### src/rtl/xfc_pkg.sv
// ----------------------------------------------------------------------------
// xfc_pkg
// Shared types and constants for the XOR frame checker.
// ----------------------------------------------------------------------------
package xfc_pkg;

    localparam int unsigned POS_W     = 17;
    localparam int unsigned FLEN_W    = POS_W + 1;
    localparam int unsigned CFG_IDX_W = 2;
    localparam int unsigned CFG_W     = 16;
    localparam int unsigned TDATA_W   = 64;

    localparam logic [POS_W-1:0]  POS_MAX        = {POS_W{1'b1}};
    localparam logic [POS_W-1:0]  PAYLOAD_START  = POS_W'(5);
    localparam logic [FLEN_W-1:0] FRAME_OVERHEAD = FLEN_W'(7);

    localparam logic [CFG_IDX_W-1:0] CFG_HEAD_MARKER = 2'd0;
    localparam logic [CFG_IDX_W-1:0] CFG_END_MARKER  = 2'd1;
    localparam logic [CFG_IDX_W-1:0] CFG_MAX_PAYLOAD = 2'd2;

    localparam logic [7:0]  HEAD_MARKER_RST = 8'hAA;
    localparam logic [7:0]  END_MARKER_RST  = 8'h55;
    localparam logic [15:0] MAX_PAYLOAD_RST = 16'd256;

    typedef enum logic [2:0] {
        ST_OK           = 3'd0,
        ST_SHORT        = 3'd1,
        ST_MARKER       = 3'd2,
        ST_TOO_LONG     = 3'd3,
        ST_LEN_MISMATCH = 3'd4,
        ST_CHECKSUM     = 3'd5
    } t_status;

    typedef struct packed {
        logic        kind;
        logic [7:0]  payload_byte;
        logic [15:0] payload_index;
        t_status     status;
        logic [7:0]  address;
        logic [7:0]  function_code;
        logic [15:0] payload_length;
    } t_result;

endpackage

### src/rtl/xfc_checker.sv
// ----------------------------------------------------------------------------
// xfc_checker
// Frame state, header capture, payload and verdict items; one byte per cycle while i_accept is high.
// ----------------------------------------------------------------------------
module xfc_checker import xfc_pkg::*; (
    input  logic                 i_clk,
    input  logic                 i_rst_n,
    input  logic                 i_cfg_we,
    input  logic [CFG_IDX_W-1:0] i_cfg_index,
    input  logic [CFG_W-1:0]     i_cfg_data,
    input  logic                 i_accept,
    input  logic [7:0]           i_byte,
    input  logic                 i_last,
    output logic                 o_res_valid,
    output t_result              o_res
);

    logic [7:0]       r_head_marker;
    logic [7:0]       r_end_marker;
    logic [15:0]      r_max_payload;

    logic [POS_W-1:0] r_pos;
    logic [7:0]       r_xor;
    logic             r_head_ok;
    logic [7:0]       r_addr;
    logic [7:0]       r_func;
    logic [15:0]      r_len;

    logic             n_head_ok;
    logic [7:0]       n_addr;
    logic [7:0]       n_func;
    logic [15:0]      n_len;
    logic [FLEN_W-1:0] flen;
    logic [FLEN_W-1:0] need;
    logic [POS_W-1:0] pay_off;
    logic             pay_hit;
    t_status          status;

    always_comb begin
        n_head_ok = r_head_ok;
        n_addr    = r_addr;
        n_func    = r_func;
        n_len     = r_len;
        unique case (r_pos)
            POS_W'(0): n_head_ok = (i_byte == r_head_marker);
            POS_W'(1): n_addr = i_byte;
            POS_W'(2): n_func = i_byte;
            POS_W'(3): n_len[7:0] = i_byte;
            POS_W'(4): n_len[15:8] = i_byte;
            default: ;
        endcase
    end

    assign flen    = {1'b0, r_pos} + FLEN_W'(1);
    assign need    = FRAME_OVERHEAD + {2'b00, n_len};
    assign pay_off = r_pos - PAYLOAD_START;
    assign pay_hit = (r_pos >= PAYLOAD_START) && (pay_off < {1'b0, n_len});

    always_comb begin
        priority if (flen < FRAME_OVERHEAD) begin
            status = ST_SHORT;
        end else if (!n_head_ok || i_byte != r_end_marker) begin
            status = ST_MARKER;
        end else if (n_len > r_max_payload) begin
            status = ST_TOO_LONG;
        end else if (flen != need) begin
            status = ST_LEN_MISMATCH;
        end else if (r_xor != 8'd0) begin
            status = ST_CHECKSUM;
        end else begin
            status = ST_OK;
        end
    end

    always_comb begin
        o_res_valid          = i_last || pay_hit;
        o_res.kind           = i_last;
        o_res.payload_byte   = i_last ? 8'd0 : i_byte;
        o_res.payload_index  = i_last ? 16'd0 : pay_off[15:0];
        o_res.status         = i_last ? status : ST_OK;
        o_res.address        = n_addr;
        o_res.function_code  = n_func;
        o_res.payload_length = n_len;
    end

    always_ff @(posedge i_clk) begin
        if (!i_rst_n) begin
            r_head_marker <= HEAD_MARKER_RST;
            r_end_marker  <= END_MARKER_RST;
            r_max_payload <= MAX_PAYLOAD_RST;
        end else if (i_cfg_we) begin
            unique case (i_cfg_index)
                CFG_HEAD_MARKER: r_head_marker <= i_cfg_data[7:0];
                CFG_END_MARKER:  r_end_marker  <= i_cfg_data[7:0];
                CFG_MAX_PAYLOAD: r_max_payload <= i_cfg_data;
                default: ;
            endcase
        end
    end

    always_ff @(posedge i_clk) begin
        if (!i_rst_n) begin
            r_pos     <= '0;
            r_xor     <= '0;
            r_head_ok <= 1'b0;
            r_addr    <= '0;
            r_func    <= '0;
            r_len     <= '0;
        end else if (i_accept) begin
            if (i_last) begin
                r_pos     <= '0;
                r_xor     <= '0;
                r_head_ok <= 1'b0;
                r_addr    <= '0;
                r_func    <= '0;
                r_len     <= '0;
            end else begin
                r_xor     <= r_xor ^ i_byte;
                r_head_ok <= n_head_ok;
                r_addr    <= n_addr;
                r_func    <= n_func;
                r_len     <= n_len;
                if (r_pos != POS_MAX) begin
                    r_pos <= r_pos + POS_W'(1);
                end
            end
        end
    end

    a_clear_on_last: assert property (@(posedge i_clk) disable iff (!i_rst_n)
        (i_accept && i_last) |=> (r_pos == '0 && r_xor == 8'd0 && !r_head_ok))
        else $error("frame state not cleared after verdict");

    a_pos_advance: assert property (@(posedge i_clk) disable iff (!i_rst_n)
        (i_accept && !i_last && r_pos != POS_MAX) |=> (r_pos == $past(r_pos) + POS_W'(1)))
        else $error("byte position did not advance");

    a_pos_hold: assert property (@(posedge i_clk) disable iff (!i_rst_n)
        !i_accept |=> $stable(r_pos))
        else $error("byte position moved without an item");

    a_payload_no_status: assert property (@(posedge i_clk) disable iff (!i_rst_n)
        (o_res_valid && !o_res.kind) |-> (o_res.status == ST_OK))
        else $error("payload item carries a status");

endmodule

### src/rtl/xfc_skid.sv
// ----------------------------------------------------------------------------
// xfc_skid
// Output register with one skid entry between checker and master stream.
// ----------------------------------------------------------------------------
module xfc_skid import xfc_pkg::*; (
    input  logic    i_clk,
    input  logic    i_rst_n,
    input  logic    i_push,
    input  t_result i_data,
    output logic    o_ready,
    output logic    o_valid,
    output t_result o_data,
    input  logic    i_pop_ready
);

    logic    r_main_valid;
    logic    r_skid_valid;
    t_result r_main;
    t_result r_skid;
    logic    pop;

    assign pop     = r_main_valid && i_pop_ready;
    assign o_ready = !r_skid_valid;
    assign o_valid = r_main_valid;
    assign o_data  = r_main;

    always_ff @(posedge i_clk) begin
        if (!i_rst_n) begin
            r_main_valid <= 1'b0;
            r_skid_valid <= 1'b0;
        end else if (!r_main_valid || pop) begin
            if (r_skid_valid) begin
                r_main_valid <= 1'b1;
                r_skid_valid <= 1'b0;
            end else begin
                r_main_valid <= i_push;
            end
        end else if (i_push) begin
            r_skid_valid <= 1'b1;
        end
    end

    always_ff @(posedge i_clk) begin
        if (!r_main_valid || pop) begin
            r_main <= r_skid_valid ? r_skid : i_data;
        end else if (i_push) begin
            r_skid <= i_data;
        end
    end

    a_skid_needs_main: assert property (@(posedge i_clk) disable iff (!i_rst_n)
        r_skid_valid |-> r_main_valid)
        else $error("skid entry held while output register empty");

    a_push_lands: assert property (@(posedge i_clk) disable iff (!i_rst_n)
        (i_push && !r_main_valid) |=> (r_main_valid && !r_skid_valid))
        else $error("item into empty stage not shown at output");

    a_skid_drains: assert property (@(posedge i_clk) disable iff (!i_rst_n)
        (r_skid_valid && pop) |=> (r_main_valid && !r_skid_valid))
        else $error("skid entry not moved forward");

endmodule

### src/rtl/xor_frame_checker_core.sv
// ----------------------------------------------------------------------------
// xor_frame_checker_core
// Byte-serial frame checker: passes payload items on, gives a verdict item.
// ----------------------------------------------------------------------------
// Result items are registered: output register, or skid entry while it is held.
// Throughput: one byte per cycle while s_axis_tready is high; state updates per byte.
// The skid entry keeps s_axis_tready high while one result waits downstream.
// Reset (i_rst_n low, synchronous): clears the frame state and both output
// entries, and restores the marker and max payload registers to defaults.
// ----------------------------------------------------------------------------
module xor_frame_checker_core import xfc_pkg::*; (
    input  logic                 i_clk,
    input  logic                 i_rst_n,
    input  logic                 i_cfg_we,
    input  logic [CFG_IDX_W-1:0] i_cfg_index,
    input  logic [CFG_W-1:0]     i_cfg_data,
    input  logic                 s_axis_tvalid,
    output logic                 s_axis_tready,
    input  logic [7:0]           s_axis_tdata,  // [7:0] data_byte
    input  logic                 s_axis_tlast,  // frame_last
    output logic                 m_axis_tvalid,
    input  logic                 m_axis_tready,
    // [7:0] payload_byte, [23:8] payload_index, [26:24] status, [34:27] address,
    // [42:35] function_code, [58:43] payload_length, [63:59] zero
    output logic [TDATA_W-1:0]   m_axis_tdata,
    output logic                 m_axis_tuser   // kind
);

    logic    accept;
    logic    res_valid;
    logic    skid_ready;
    t_result res;
    t_result out_res;

    assign s_axis_tready = skid_ready;
    assign accept        = s_axis_tvalid && skid_ready;

    xfc_checker u_checker (
        .i_clk       (i_clk),
        .i_rst_n     (i_rst_n),
        .i_cfg_we    (i_cfg_we),
        .i_cfg_index (i_cfg_index),
        .i_cfg_data  (i_cfg_data),
        .i_accept    (accept),
        .i_byte      (s_axis_tdata),
        .i_last      (s_axis_tlast),
        .o_res_valid (res_valid),
        .o_res       (res)
    );

    xfc_skid u_skid (
        .i_clk       (i_clk),
        .i_rst_n     (i_rst_n),
        .i_push      (accept && res_valid),
        .i_data      (res),
        .o_ready     (skid_ready),
        .o_valid     (m_axis_tvalid),
        .o_data      (out_res),
        .i_pop_ready (m_axis_tready)
    );

    assign m_axis_tuser = out_res.kind;
    assign m_axis_tdata = {5'd0, out_res.payload_length, out_res.function_code,
                           out_res.address, out_res.status, out_res.payload_index,
                           out_res.payload_byte};

endmodule

### config.mk
export PLATFORM = sky130hd
export DESIGN_NAME = xor_frame_checker_core
export DESIGN_NICKNAME = d
export VERILOG_FILES = /design/src/rtl/xfc_pkg.sv /design/src/rtl/xfc_checker.sv /design/src/rtl/xfc_skid.sv /design/src/rtl/xor_frame_checker_core.sv
export SDC_FILE = /design/constraint.sdc
export NUM_CORES = 1
export LEC_CHECK = 0
export CORE_MARGIN = 1.5
export CORE_UTILIZATION = 40
export CTS_CLUSTER_DIAMETER = 120
export DETAILED_ROUTE_END_ITERATION = 8
export DONT_BUFFER_PORTS = 1
export PLACE_DENSITY_LB_ADDON = 0.25
export SLEW_MARGIN = 20
export SYNTH_ARGS = -nofsm -noshare
export SYNTH_HDL_FRONTEND = slang
export SYNTH_SLANG_ARGS = --single-unit
export TNS_END_PERCENT = 1
### constraint.sdc
create_clock -name i_clk -period 26.2 [get_ports i_clk]
set_input_delay 5.24 -clock i_clk [delete_from_list [all_inputs] [get_ports i_clk]]
set_output_delay 5.24 -clock i_clk [all_outputs]
set_load 0.005 [all_outputs]
==> run summary <==
The number of iterations in the first detailed-routing pass is 5. The total routing usage reported by global routing came out at 19.98%. The total wire length after detailed routing is 29110 um. Derived from the worst setup path, the maximum achievable clock frequency is 116.3 MHz. At the placement stage, the worst setup path has a slack of 17.08 ns. The initial antenna violation count came to 0. In this run the cell area measured after placement is 11600 um^2. The element type at the critical path end is a flip-flop. The width of the die is 171.6 um. The post-CTS resize count is 0.

The power density normalized to cell area is 59.81 nW/um^2. The area occupied by registers came out at 5445 um^2. The number of cells produced by synthesis is 1109.

The fraction of final layout cells with drive strength greater than 1 came out at 13.16%. The critical path's largest stage delay is 0.84 ns. The most used flip-flop cell after synthesis is sky130_fd_sc_hd__edfxtp_1.

The number of top-level pins came out at 99. The final antenna-violating net count came out at 0. The average vias per placed instance came out at 5.528.

The number of buffers and inverters on the critical path came out at 2. The mean instance size in the synthesized netlist came out at 10.25 um^2. The antenna diode count is 0. The share of total power dissipated in the clock network is 46.7%. The level count of the clock H-tree is 1. Buffers placed on the I/O ports in this run total 0. The share of total power in sequential cells came out at 49.2%. The root buffer cell chosen for the clock tree is sky130_fd_sc_hd__clkbuf_16. The total setup buffers inserted after CTS came out at 0. Measured against its own limit, the worst slew margin works out to 29.00%. The area share of the leading cell type in the synthesized netlist came out at 31.71%. The static leakage came out at 4.517 nW. The post-detailed-placement half-perimeter wirelength came out at 19800 um. For this design the total switching power over the nets is 161.6 uW. Setup repair after global routing left no endpoint under its margin.

The layout overhead on the synthesized area is 9.326%. The area of the core is 27860 um^2. The biggest area contributor in the post-synthesis netlist is sky130_fd_sc_hd__edfxtp_1.

The multi-input gate area in the final layout is 5430 um^2. The async set-or-reset flop fraction in the synthesized netlist came out at 0%. The most frequent cell on the critical path is sky130_fd_sc_hd__o21a_1. The wire length of the first global-routing pass came out at 45370 um. The total of warnings raised by yosys is 0. STA classifies the critical path startpoint as an input pin. The flip-flop and latch count after synthesis came out at 212. The pin count of the biggest net entering global routing came out at 95. The relative contribution of combinational cells to total power is 4.1%.

The final design utilization came out at 44.59%. The design area is 12420 um^2. The number of global-route vias before repair is 7615. The effective utilization at floorplan is 40.79%. The maximum fanout encountered on the critical timing path is 32. After clock tree synthesis, the clock-pin slew on the worst setup and hold paths is 0.06 ns.

The clock period minus worst slack is 8.599 ns. The final routed DRC violation total came out at 0. In the final routed layout, each cell accounts on average for 19.87 um. The first routing iteration left 810 violations.

The cell row count came out at 61. The buffer levels on the longest clock path is 3. The final worst hold slack is 0.4620 ns. For this design, the CTS-stage hold fixing added 0 buffers. The setup skew after layout is 0.008600 ns. The final weighted congestion in routability-driven placement came out at 0.8694. Setup violations remaining at the end of the flow were counted as 0. The cell family contributing the most delay on the critical path is compound AO/OA/AOI/OAI gates.

The final critical-path setup slack came out at 17.60 ns. In this run switching power makes up 21.75% of total power. The number of vias in the routed layout came out at 8098. The final layout net count came out at 1138.

The sequential fraction of the synthesis area came out at 47.92%. The number of clock sinks seen by CTS came out at 212. The CTS tree is yes. The type of the setup path with the least slack is in -> reg. The leftover overflow at the end of global routing came out at 0. The y dimension of the die is 171.6 um.

The flow ran to the end, and the final reports show no timing, DRC or antenna violations. The number of flops mapped to enable cells by yosys is 120. The part of the cycle the worst path needs is 32.82%. The number of max-slew violations in the final report came out at 0. The number of distinct standard cells referenced by the synthesized netlist came out at 69. The area of the die is 29430 um^2.

The endpoint required time on the critical path came out at 26.36 ns. The path class of the tightest hold or removal check is reg -> reg. The number of clock buffers inserted by TritonCTS came out at 25. Setup total negative slack on the finished layout was measured at 0 ns. The cell area after technology mapping is 11360 um^2. The actual slew at the worst max-slew pin came out at 1.061 ns. By area the synthesized netlist is led by sky130_fd_sc_hd__edfxtp_1 32%, sky130_fd_sc_hd__dfxtp_1 16%, sky130_fd_sc_hd__mux2_2 7.0%, sky130_fd_sc_hd__ha_1 4.2%, sky130_fd_sc_hd__nor2b_1 3.5%.

The final number of hold-violating endpoints is 0. The fill cell instance count of the final layout is 2648. The worst-case IR drop observed on VDD is 51.97 uV.

The tool flagged a number of max-cap violations equal to 0. The endpoint arrival time on the critical path is 8.76 ns. The clock insertion delay at the later pin of the skew report came out at 0.52 ns. Internal power comes to 581.4 uW. The signal on the critical path passes through mux2_2 -> inv_1 -> ha_1 -> nor2b_1 -> o21a_1 -> o21a_1 -> o21a_1 -> o21a_1 -> o21a_1 -> o21a_1 -> o211ai_1 -> a31oi_1 -> o21ai_4 -> buf_4. For this design, the slowest cell found on the critical path is sky130_fd_sc_hd__o21ai_4.
## synthesized netlist by cell type, types with 22 or more instances
cell and instances:
sky130_fd_sc_hd__edfxtp_1 120, sky130_fd_sc_hd__nand2_1 100, sky130_fd_sc_hd__dfxtp_1 92, sky130_fd_sc_hd__mux2_2 71, sky130_fd_sc_hd__clkbuf_1 64, sky130_fd_sc_hd__nor2b_1 63, sky130_fd_sc_hd__o21ai_0 53, sky130_fd_sc_hd__inv_1 51
sky130_fd_sc_hd__nor2_1 44, sky130_fd_sc_hd__a22oi_1 39, sky130_fd_sc_hd__ha_1 38, sky130_fd_sc_hd__xnor2_1 36, sky130_fd_sc_hd__nand3_1 25, sky130_fd_sc_hd__a21boi_0 24, sky130_fd_sc_hd__nor3_1 24, sky130_fd_sc_hd__a21oi_1 22
## state kept, by name (all words and copies together), names as in the netlist, 16 cells and up
name	count
u_skid.o_data	60
u_checker.r_len	16
u_checker.r_max_payload	16
u_skid.r_skid	60
u_checker.r_pos	17
## through the flow
step | total power, mW | cells
after floorplan | 0.3987 | 1113
after global placement | 0.4030 | 1419
after detailed placement | 0.4032 | 1419
after CTS | 0.7504 | 1465
after global routing | 0.7681 | 1465
final | 0.7430 | 1465
## placed cells by master (no fill, tap or decap), types with 22 or more instances in the layout
master,n
sky130_fd_sc_hd__nor2_1,43
sky130_fd_sc_hd__xnor2_1,36
sky130_fd_sc_hd__edfxtp_1,120
sky130_fd_sc_hd__dfxtp_1,92
sky130_fd_sc_hd__nand3_1,25
sky130_fd_sc_hd__a21oi_1,22
sky130_fd_sc_hd__clkbuf_16,25
sky130_fd_sc_hd__ha_1,38
sky130_fd_sc_hd__nor3_1,23
sky130_fd_sc_hd__mux2_2,71
sky130_fd_sc_hd__o21ai_0,52
sky130_fd_sc_hd__nand2_1,100
sky130_fd_sc_hd__nor2b_1,63
sky130_fd_sc_hd__a21boi_0,24
sky130_fd_sc_hd__inv_1,50
sky130_fd_sc_hd__a22oi_1,39
## layer usage
metal  part of all wire, %  global-route usage (%)  routed length (um)  up-vias
met2                    42                   29.31               12160      262
met3                   6.7                   3.659                1941       33
met5                     0                       0                   0        -
met1                    50                   30.03               14510     3910
met4                   1.7                   4.844                 501        0
li1                      -                       -                   -     3893
## final timing paths
| path | from | to | slack (ns) | depth (start not counted) |
|---|---|---|---|---|
| setup / recovery | s_axis_tdata[1] | u_skid.r_skid[25] | 17.60 | 14 |
| hold / removal | u_checker.r_max_payload[7] | u_checker.r_max_payload[7] | 0.46 | 2 |
| setup reg to reg | u_checker.r_pos[4] | u_skid.r_skid[25] | 20.18 | 17 |
| hold reg to reg | u_checker.r_max_payload[7] | u_checker.r_max_payload[7] | 0.46 | 2 |
## logic make-up after synthesis
| logic type | count (synthesis) | synth area share (%) |
|---|---|---|
| other | 1 | 0.03300 |
| flip-flops | 212 | 47.92 |
| buffers and inverters | 132 | 4.624 |
| adder cells (fa/ha/maj) | 39 | 4.272 |
| AND/OR/NAND/NOR | 359 | 16.75 |
| XOR/XNOR | 58 | 4.591 |
| AO/OA/AOI/OAI | 218 | 13.10 |
| multiplexers | 90 | 8.710 |
## final cells by class
type / instances / share of cell area [%]
multi-input combinational: 769 / 43.71
sequential: 212 / 43.83
inverter: 53 / 1.601
clock inverter: 17 / 1.390
clock buffer: 29 / 5.237
tap: 378 / 3.807
timing repair buffer: 7 / 0.4230
## tightest hold or removal path, delay by kind of cell, from the launching register on
kind / cells / cell delay [ns]
AOI/OAI and AO/OA: 1 / 0.06
DFF: 1 / 0.31
and+or+nand+nor: 1 / 0.04
## power by group through the flow
stage          Combinational (mW)  Clock [mW]  Sequential (mW)
4_1_cts                    0.0304       0.354            0.366
2_1_floorplan              0.0273           0            0.371
5_1_grt                    0.0337       0.367            0.367
6_report                   0.0304       0.347            0.366
3_5_place_dp               0.0301           0            0.373
3_3_place_gp               0.0301           0            0.373
(Power assumes the default switching activity.)
